<file path="config.mk">
export PLATFORM = sky130hd
export DESIGN_NAME = sha256_message_hasher
export DESIGN_NICKNAME = d
export VERILOG_FILES = /design/src/rtl/sha_pkg.sv /design/src/rtl/sha_ram.sv /design/src/rtl/sha_core.sv /design/src/rtl/sha256_message_hasher.sv
export SDC_FILE = /design/constraint.sdc
export NUM_CORES = 2
export LEC_CHECK = 0
export ABC_AREA = 1
export BUFFER_PORTS_ARGS = -buffer_cell sky130_fd_sc_hd__buf_2
export CAP_MARGIN = 15
export CELL_PAD_IN_SITES_DETAIL_PLACEMENT = 1
export CELL_PAD_IN_SITES_GLOBAL_PLACEMENT = 1
export CORE_ASPECT_RATIO = 1.2
export CORE_MARGIN = 1.5
export CORE_UTILIZATION = 36
export DETAILED_ROUTE_END_ITERATION = 8
export GPL_TIMING_DRIVEN = 0
export PLACE_DENSITY = 0.67
export REMOVE_ABC_BUFFERS = 1
export SYNTH_ARGS = -nofsm -noshare
export SYNTH_HDL_FRONTEND = slang
export SYNTH_SLANG_ARGS = --single-unit
</file>
<file path="constraint.sdc">
create_clock -name clk -period 23.5 [get_ports clk]
set_input_delay 3.525 -clock clk [delete_from_list [all_inputs] [get_ports clk]]
set_output_delay 3.525 -clock clk [all_outputs]
set_load 0.02 [all_outputs]
</file>
<file path="src/rtl/sha_pkg.sv">
// Shared types and constants for the SHA-256 message hasher.
// Holds the round constants, initial hash values, state enums and the core control struct.
// No dependencies.
package sha_pkg;

  localparam int unsigned BlkWords  = 16;
  localparam int unsigned HashWords = 8;

  localparam logic [7:0]  PadByte   = 8'h80;
  localparam logic [5:0]  LenLimit  = 6'd56;
  localparam logic [3:0]  LenWordHi = 4'd14;
  localparam logic [3:0]  LenWordLo = 4'd15;
  localparam logic [63:0] BlockBits = 64'd512;

  localparam logic [31:0] HashInit [HashWords] = '{
    32'h6A09E667, 32'hBB67AE85, 32'h3C6EF372, 32'hA54FF53A,
    32'h510E527F, 32'h9B05688C, 32'h1F83D9AB, 32'h5BE0CD19
  };

  localparam logic [31:0] RoundK [64] = '{
    32'h428A2F98, 32'h71374491, 32'hB5C0FBCF, 32'hE9B5DBA5, 32'h3956C25B,
    32'h59F111F1, 32'h923F82A4, 32'hAB1C5ED5, 32'hD807AA98, 32'h12835B01,
    32'h243185BE, 32'h550C7DC3, 32'h72BE5D74, 32'h80DEB1FE, 32'h9BDC06A7,
    32'hC19BF174, 32'hE49B69C1, 32'hEFBE4786, 32'h0FC19DC6, 32'h240CA1CC,
    32'h2DE92C6F, 32'h4A7484AA, 32'h5CB0A9DC, 32'h76F988DA, 32'h983E5152,
    32'hA831C66D, 32'hB00327C8, 32'hBF597FC7, 32'hC6E00BF3, 32'hD5A79147,
    32'h06CA6351, 32'h14292967, 32'h27B70A85, 32'h2E1B2138, 32'h4D2C6DFC,
    32'h53380D13, 32'h650A7354, 32'h766A0ABB, 32'h81C2C92E, 32'h92722C85,
    32'hA2BFE8A1, 32'hA81A664B, 32'hC24B8B70, 32'hC76C51A3, 32'hD192E819,
    32'hD6990624, 32'hF40E3585, 32'h106AA070, 32'h19A4C116, 32'h1E376C08,
    32'h2748774C, 32'h34B0BCB5, 32'h391C0CB3, 32'h4ED8AA4A, 32'h5B9CCA4F,
    32'h682E6FF3, 32'h748F82EE, 32'h78A5636F, 32'h84C87814, 32'h8CC70208,
    32'h90BEFFFA, 32'hA4506CEB, 32'hBEF9A3F7, 32'hC67178F2
  };

  typedef enum logic [2:0] {
    T_IDLE,
    T_COMP,
    T_PAD,
    T_EMIT_RD,
    T_EMIT_OUT
  } top_state_t;

  typedef enum logic [1:0] {
    C_IDLE,
    C_LOAD,
    C_ROUND,
    C_UPDATE
  } core_state_t;

  typedef enum logic [1:0] {
    K_DATA,
    K_PADX,
    K_FINAL
  } comp_kind_t;

  typedef struct packed {
    logic       start;
    logic       restart;
    logic       dig_re;
    logic [2:0] dig_addr;
  } sha_ctl_t;

endpackage

</file>
<file path="src/rtl/sha_ram.sv">
// Generic single-write, single-read synchronous RAM with a registered read port.
// No dependencies.
module sha_ram #(
  parameter int unsigned Width = 32,
  parameter int unsigned Depth = 16,
  localparam int unsigned AddrW = (Depth > 1) ? $clog2(Depth) : 1
) (
  input  logic             clk,
  input  logic             we,
  input  logic [AddrW-1:0] waddr,
  input  logic [Width-1:0] wdata,
  input  logic             re,
  input  logic [AddrW-1:0] raddr,
  output logic [Width-1:0] rdata
);

  logic [Width-1:0] mem [Depth];

  always_ff @(posedge clk) begin
    if (we) begin
      mem[waddr] <= wdata;
    end
    if (re) begin
      rdata <= mem[raddr];
    end
  end

endmodule

</file>
<file path="src/rtl/sha_core.sv">
// SHA-256 compression engine: one round per cycle over the block RAM contents.
// Holds the hash words in a RAM and updates them in place; uses sha_pkg and sha_ram.
module sha_core (
  input  logic              clk,
  input  logic              rst,
  input  sha_pkg::sha_ctl_t ctl,
  output logic              done,
  output logic              blk_re,
  output logic [3:0]        blk_raddr,
  input  logic [31:0]       blk_rdata,
  output logic [31:0]       dig_data
);
  import sha_pkg::*;

  core_state_t cst, cst_next;
  logic [5:0]  step;
  logic        fresh;
  logic [2:0]  hraddr_q;
  logic [31:0] v [8];
  logic [31:0] win [BlkWords];
  logic [31:0] wreg;

  logic        h_we, h_re;
  logic [2:0]  h_waddr, h_raddr;
  logic [31:0] h_wdata, h_rdata, hrd;
  logic [31:0] wt, t1, t2, sched;

  function automatic logic [31:0] ror(input logic [31:0] x, input int unsigned n);
    return (x >> n) | (x << (32 - n));
  endfunction

  sha_ram #(.Width(32), .Depth(HashWords)) u_hash_ram (
    .clk  (clk),
    .we   (h_we),
    .waddr(h_waddr),
    .wdata(h_wdata),
    .re   (h_re),
    .raddr(h_raddr),
    .rdata(h_rdata)
  );

  // Until the first compression of a message writes back, the RAM stands for the IV.
  assign hrd      = fresh ? HashInit[hraddr_q] : h_rdata;
  assign dig_data = hrd;
  assign h_wdata  = hrd + v[0];
  assign h_waddr  = step[2:0] - 3'd1;

  assign wt = (step[5:4] == 2'b00) ? blk_rdata : wreg;
  assign t1 = v[7] + (ror(v[4], 6) ^ ror(v[4], 11) ^ ror(v[4], 25))
            + ((v[4] & v[5]) ^ (~v[4] & v[6])) + RoundK[step] + wt;
  assign t2 = (ror(v[0], 2) ^ ror(v[0], 13) ^ ror(v[0], 22))
            + ((v[0] & v[1]) ^ (v[0] & v[2]) ^ (v[1] & v[2]));
  // Schedule word for the next round, from the window before this round's word enters.
  assign sched = (ror(win[15], 17) ^ ror(win[15], 19) ^ (win[15] >> 10)) + win[10]
               + (ror(win[2], 7) ^ ror(win[2], 18) ^ (win[2] >> 3)) + win[1];

  always_comb begin
    cst_next  = cst;
    done      = 1'b0;
    h_we      = 1'b0;
    h_re      = 1'b0;
    h_raddr   = step[2:0];
    blk_re    = 1'b0;
    blk_raddr = step[3:0] + 4'd1;
    unique case (cst)
      C_IDLE: begin
        h_re    = ctl.dig_re;
        h_raddr = ctl.dig_addr;
        if (ctl.start) begin
          cst_next = C_LOAD;
        end
      end
      C_LOAD: begin
        h_re = !step[3];
        if (step == 6'd8) begin
          blk_re    = 1'b1;
          blk_raddr = 4'd0;
          cst_next  = C_ROUND;
        end
      end
      C_ROUND: begin
        blk_re = (step < 6'd15);
        if (step == 6'd63) begin
          cst_next = C_UPDATE;
        end
      end
      C_UPDATE: begin
        h_re = !step[3];
        h_we = (step != 6'd0);
        if (step == 6'd8) begin
          done     = 1'b1;
          cst_next = C_IDLE;
        end
      end
    endcase
  end

  always_ff @(posedge clk) begin
    if (rst) begin
      cst   <= C_IDLE;
      step  <= 6'd0;
      fresh <= 1'b1;
    end else begin
      cst  <= cst_next;
      step <= (cst_next != cst) ? 6'd0 : step + 6'd1;
      if (ctl.restart) begin
        fresh <= 1'b1;
      end else if (done) begin
        fresh <= 1'b0;
      end
    end
  end

  always_ff @(posedge clk) begin
    if (h_re) begin
      hraddr_q <= h_raddr;
    end
    if (((cst == C_LOAD) || (cst == C_UPDATE)) && (step != 6'd0)) begin
      for (int i = 0; i < 7; i++) begin
        v[i] <= v[i+1];
      end
      v[7] <= hrd;
    end else if (cst == C_ROUND) begin
      v[0] <= t1 + t2;
      v[1] <= v[0];
      v[2] <= v[1];
      v[3] <= v[2];
      v[4] <= v[3] + t1;
      v[5] <= v[4];
      v[6] <= v[5];
      v[7] <= v[6];
      for (int i = 0; i < BlkWords - 1; i++) begin
        win[i] <= win[i+1];
      end
      win[BlkWords-1] <= wt;
      wreg            <= sched;
    end
  end

  a_start_idle: assert property (@(posedge clk) disable iff (rst)
    ctl.start |-> (cst == C_IDLE))
    else $error("compression started while the core was busy");

  a_done_after_rounds: assert property (@(posedge clk) disable iff (rst)
    done |-> $past(cst == C_ROUND, 9))
    else $error("write-back finished without a preceding round pass");

endmodule

</file>
<file path="src/rtl/sha256_message_hasher.sv">
// Top level of the SHA-256 message hasher: byte collection, padding and digest output.
// Uses sha_pkg, sha_ram for the block buffer and sha_core for the compression.
//
//  channel | signals         | payload
//  --------+-----------------+------------------------------------------------
//  in      | s_axis_*        | message byte, byte-valid flag, end of message
//  out     | m_axis_*        | 32-bit digest word, word index, last word
//
// A byte request is taken while idle; the 64th byte of a block starts a compression
// (hash reads, 64 rounds, write-backs), during which no request is taken.
// End of message adds up to 16 padding writes and a compression, twice when the length
// does not fit, then a read and an output per digest word. Reset clears control state only.
// A stalled digest word holds; no new request is taken until the digest is out.
module sha256_message_hasher (
  input  logic        clk,
  input  logic        rst,
  input  logic        s_axis_tvalid,
  output logic        s_axis_tready,
  input  logic [7:0]  s_axis_tdata,   // [7:0] message_byte
  input  logic [0:0]  s_axis_tuser,   // [0] byte_valid
  input  logic        s_axis_tlast,   // end_of_message
  output logic        m_axis_tvalid,
  input  logic        m_axis_tready,
  output logic [31:0] m_axis_tdata,   // [31:0] digest_word
  output logic [2:0]  m_axis_tuser,   // [2:0] word_index
  output logic        m_axis_tlast    // last_word
);
  import sha_pkg::*;

  top_state_t st, st_next;
  comp_kind_t kind;
  logic [5:0]  fill, fill_new;
  logic [31:0] acc;
  logic [63:0] bit_count, total;
  logic        end_pending;
  logic [3:0]  pw;
  logic        pad_mark, len_here;
  logic [2:0]  idx;

  sha_ctl_t    ctl;
  logic        core_done;
  logic        b_we, b_re;
  logic [3:0]  b_waddr, b_raddr;
  logic [31:0] b_wdata, b_rdata, merged, pad_word, pad_data;
  logic        in_acc, out_acc;

  sha_ram #(.Width(32), .Depth(BlkWords)) u_blk_ram (
    .clk  (clk),
    .we   (b_we),
    .waddr(b_waddr),
    .wdata(b_wdata),
    .re   (b_re),
    .raddr(b_raddr),
    .rdata(b_rdata)
  );

  sha_core u_core (
    .clk      (clk),
    .rst      (rst),
    .ctl      (ctl),
    .done     (core_done),
    .blk_re   (b_re),
    .blk_raddr(b_raddr),
    .blk_rdata(b_rdata),
    .dig_data (m_axis_tdata)
  );

  assign in_acc   = s_axis_tvalid && s_axis_tready;
  assign out_acc  = m_axis_tvalid && m_axis_tready;
  assign fill_new = s_axis_tuser[0] ? fill + 6'd1 : fill;
  assign total    = bit_count + {55'd0, fill, 3'b000};

  // Bytes go in big-endian within a word; lanes below the newest one stay zero.
  assign merged   = ((fill[1:0] == 2'd0) ? 32'd0 : acc)
                  | ({24'd0, s_axis_tdata} << {~fill[1:0], 3'b000});
  assign pad_word = ((fill[1:0] == 2'd0) ? 32'd0 : acc)
                  | ({24'd0, PadByte} << {~fill[1:0], 3'b000});

  always_comb begin
    if (pad_mark && (pw == fill[5:2])) begin
      pad_data = pad_word;
    end else if (len_here && (pw == LenWordHi)) begin
      pad_data = total[63:32];
    end else if (len_here && (pw == LenWordLo)) begin
      pad_data = total[31:0];
    end else begin
      pad_data = 32'd0;
    end
  end

  assign m_axis_tuser = idx;
  assign m_axis_tlast = (idx == 3'd7);

  always_comb begin
    st_next       = st;
    s_axis_tready = 1'b0;
    m_axis_tvalid = 1'b0;
    b_we          = 1'b0;
    b_waddr       = fill[5:2];
    b_wdata       = merged;
    ctl           = '0;
    ctl.dig_addr  = idx;
    case (st)
      T_IDLE: begin
        s_axis_tready = 1'b1;
        if (in_acc) begin
          if (s_axis_tuser[0]) begin
            b_we = 1'b1;
          end
          if (s_axis_tuser[0] && (fill == 6'd63)) begin
            ctl.start = 1'b1;
            st_next   = T_COMP;
          end else if (s_axis_tlast) begin
            st_next = T_PAD;
          end
        end
      end
      T_PAD: begin
        b_we    = 1'b1;
        b_waddr = pw;
        b_wdata = pad_data;
        if (pw == 4'd15) begin
          ctl.start = 1'b1;
          st_next   = T_COMP;
        end
      end
      T_COMP: begin
        if (core_done) begin
          unique case (kind)
            K_DATA:  st_next = end_pending ? T_PAD : T_IDLE;
            K_PADX:  st_next = T_PAD;
            K_FINAL: st_next = T_EMIT_RD;
            default: st_next = T_IDLE;
          endcase
        end
      end
      T_EMIT_RD: begin
        ctl.dig_re = 1'b1;
        st_next    = T_EMIT_OUT;
      end
      T_EMIT_OUT: begin
        m_axis_tvalid = 1'b1;
        if (m_axis_tready) begin
          if (idx == 3'd7) begin
            ctl.restart = 1'b1;
            st_next     = T_IDLE;
          end else begin
            st_next = T_EMIT_RD;
          end
        end
      end
      default: st_next = T_IDLE;
    endcase
  end

  always_ff @(posedge clk) begin
    if (rst) begin
      st          <= T_IDLE;
      kind        <= K_DATA;
      fill        <= 6'd0;
      bit_count   <= 64'd0;
      end_pending <= 1'b0;
      pw          <= 4'd0;
      pad_mark    <= 1'b0;
      len_here    <= 1'b0;
      idx         <= 3'd0;
    end else begin
      st <= st_next;
      if ((st == T_IDLE) && in_acc) begin
        fill <= fill_new;
        if (s_axis_tuser[0] && (fill == 6'd63)) begin
          end_pending <= s_axis_tlast;
          kind        <= K_DATA;
        end else begin
          pw       <= fill_new[5:2];
          pad_mark <= 1'b1;
          len_here <= (fill_new < LenLimit);
        end
      end
      if (st == T_PAD) begin
        if (pw == 4'd15) begin
          kind <= len_here ? K_FINAL : K_PADX;
        end else begin
          pw <= pw + 4'd1;
        end
      end
      if ((st == T_COMP) && core_done) begin
        unique case (kind)
          K_DATA: begin
            bit_count <= bit_count + BlockBits;
            pw        <= 4'd0;
            pad_mark  <= 1'b1;
            len_here  <= 1'b1;
          end
          K_PADX: begin
            pw       <= 4'd0;
            pad_mark <= 1'b0;
            len_here <= 1'b1;
          end
          K_FINAL: idx <= 3'd0;
          default: idx <= 3'd0;
        endcase
      end
      if ((st == T_EMIT_OUT) && out_acc) begin
        if (idx == 3'd7) begin
          fill      <= 6'd0;
          bit_count <= 64'd0;
        end else begin
          idx <= idx + 3'd1;
        end
      end
    end
  end

  always_ff @(posedge clk) begin
    if ((st == T_IDLE) && in_acc && s_axis_tuser[0]) begin
      acc <= merged;
    end
  end

  a_end_starts_work: assert property (@(posedge clk) disable iff (rst)
    (s_axis_tvalid && s_axis_tready && s_axis_tlast) |=> !s_axis_tready)
    else $error("end of message did not start padding or compression");

  a_digest_restarts: assert property (@(posedge clk) disable iff (rst)
    (m_axis_tvalid && m_axis_tready && m_axis_tlast)
      |=> ((fill == 6'd0) && (bit_count == 64'd0) && (st == T_IDLE)))
    else $error("message state not cleared after the last digest word");

  a_fill_held: assert property (@(posedge clk) disable iff (rst)
    (st == T_COMP) |=> $stable(fill))
    else $error("fill count changed during a compression");

endmodule

</file>
==> results.json <==
{
  "run_status": "finished, final reports clean",
  "drt-total-wl_um": 284000,
  "hold_buffers": 0,
  "setup_violations": 0,
  "arrival_ns": 11.97,
  "crit_fanout": 14,
  "grt_pass1_wl_um": 416000,
  "postLayoutCoreUtil_pct": 40.8,
  "fill_cells": 25800,
  "clkTransAtPathRegs_ns": 0.07,
  "final_antenna_net_count": 0,
  "row_count": 195,
  "clk_latency_ns": 0.88,
  "critPathTopFamily": "adder cells",
  "core_um2": 236000,
  "tightestPinTransition_ns": 1.47,
  "cts-root-buf": "clkbuf_16",
  "critPathCaptureType": "register",
  "synth_cell_types": 73,
  "slowest_stage": "dfxtp_1",
  "syn_inst": 7950,
  "grt_use_total_pct": 23.3,
  "rsz0062_at_grt": "false",
  "min_period_over_period_pct": 48.6,
  "final_net_count": 8303,
  "wl_per_cell_um": 25.4,
  "post-cts-setup-buffers": 0,
  "layout_min_cycle_time_ns": 11.43,
  "synth_area_leaders": "edfxtp_1 (57%), o21ai_0 (5.4%), nand2_1 (5.3%)",
  "num_vias": 60900,
  "yosysTopAreaCell": "edfxtp_1",
  "hold_path_class": "register to register",
  "yosysWarnings": 0,
  "grt_pass1_vias": 62800,
  "post-place-cells": 10900,
  "ys.flop_type": "edfxtp_1",
  "cts_max_path_buffers": 4,
  "first_iter_violations": 5014,
  "drive_gt1_share_pct": 6.59,
  "pin_count": 52,
  "maxSlewViolCount": 0,
  "avgSynthCellArea_um2": 10.8,
  "first_pass_iters": 6,
  "cpPeakStageDelay_ns": 0.95,
  "dieArea_um2": 240000,
  "path_buf_inv": 4,
  "grt_max_degree": 155,
  "start_util_pct": 36.3,
  "via_per_inst": 5.44,
  "crit_type": "register to register",
  "async_reset_ff_share_pct": 0,
  "die_x_um": 448,
  "grt_antenna_before_repair": 14,
  "synth_top_area_share_pct": 57.4,
  "multi_input_area_um2": 30100,
  "cts.sinks": 1720,
  "synth-seq-cells": 1720,
  "htree_levels": 4,
  "grt.overflow.total": 0,
  "crit_top_cell": "nand2_1",
  "critPathRequiredTime_ns": 24.05,
  "tritoncts": "built",
  "finalHoldViolCount": 0,
  "syn_to_final_growth_pct": 12.6,
  "fin_cells": 11200,
  "numCtsBuffers": 184,
  "relSlewSlack_pct": 2.32,
  "fmax_mhz": 87.5,
  "drc": 0,
  "post_cts_resized": 0,
  "fin_worst_skew_ns": 0.0888,
  "crit_path_start_kind": "register",
  "portBuffers": 51,
  "synth-edff-count": 1635,
  "synthesis.area_um2": 85500,
  "dp_hpwl_um": 205000,
  "die_y_um": 537,
  "fin_setup_tns_ns": 0,
  "globalplace.congestion": 0.966,
  "synth_seq_area_share_pct": 59.4,
  "seqCellArea_um2": 50800,
  "maxCapViolations": 0
}
## worst register-to-register path, delay by kind of cell, from the launching register on
| kind | cells | cell delay (ns) |
|---|---|---|
| DFF | 1 | 0.95 |
| AOI/OAI and AO/OA | 7 | 2.08 |
| adders and majority gates | 7 | 3.61 |
| xor gates and xnor gates | 1 | 0.60 |
| buffers and inverters | 4 | 1.07 |
| and+or+nand+nor | 13 | 2.87 |
## path summary, 6_finish.rpt
kind | startpoint | endpoint | slack (ns) | cells past startpoint
setup / recovery | u_core.step[1] | u_core.v[0][31] | 12.07 | 32
hold / removal | u_core.win[0][121] | u_core.win[0][89] | 0.40 | 0
setup reg to reg | u_core.step[1] | u_core.v[0][31] | 12.07 | 32
hold reg to reg | u_core.win[0][121] | u_core.win[0][89] | 0.40 | 0
## per-layer routing
metal | global-route usage [%] | up-vias | routed length [um]
li1 | - | 27500 | -
met1 | 30.9 | 31200 | 122000
met4 | 9.10 | 2 | 11900
met2 | 39.2 | 1638 | 137000
met5 | 0 | - | 13
met3 | 2.39 | 479 | 12800
## state kept, by name, indices dropped and copies added, names as in the netlist, 3 cells and up
name,count
fill,6
st,3
bit_count,55
u_blk_ram.mem,512
u_blk_ram.rdata,32
u_core.hraddr_q,3
u_core.v,256
u_core.u_hash_ram.rdata,32
u_core.u_hash_ram.mem,256
pw,4
u_core.win,480
acc,32
u_core.wreg,32
m_axis_tuser,3
u_core.step,6
## Yosys cell counts, drive strengths merged (52+ instances only)
cell type / number
a21oi: 527
ha: 198
a31oi: 61
clkbuf: 279
fa: 188
nand3: 264
edfxtp: 1635
nand2: 1221
nor2: 580
inv: 897
xor2: 202
nor3: 73
buf: 97
o22ai: 91
o21ai: 937
o211ai: 175
nand4: 52
dfxtp: 85
xnor2: 157
## area by class of cell
class / instances / area share (%)
clock inverter: 99 / 1.03
sequential: 1720 / 52.8
inverter: 900 / 3.54
timing repair buffer: 143 / 2.21
antenna: 4 / 0.0104
tap: 3152 / 4.10
multi-input combinational: 4954 / 31.3
clock buffer: 229 / 5.05
## logic make-up after synthesis
| logic type | synth area share [%] |
|---|---|
| AO/OA/AOI/OAI | 12.6 |
| XOR/XNOR | 3.68 |
| adder cells (fa/ha/maj) | 7.51 |
| buffers and inverters | 5.75 |
| flip-flops | 59.4 |
| AND/OR/NAND/NOR | 11.1 |
## layout by cell type (no fill, tap or decap), types with 157 or more instances in the layout
cell and count:
a21oi_1 526, clkbuf_16 188, edfxtp_1 1635, fa_1 188, ha_1 196, inv_1 878, nand2_1 1208, nand3_1 259
nor2_1 535, o211ai_1 175, o21ai_0 914, xnor2_1 157, xor2_1 202
## metrics by stage
step	area, um^2	setup WS (ns)	hold slack (ns)
CTS	96200	12.29	0.384
global route	96200	11.68	0.393
floorplan	84000	-11.62	0.400
finish	96200	12.07	0.398
global placement	88200	-38.98	0.400
detailed placement	90300	12.30	0.405
Power is not shown: default switching activity piles up to over one toggle a cycle in this logic, so the estimate is an artifact.
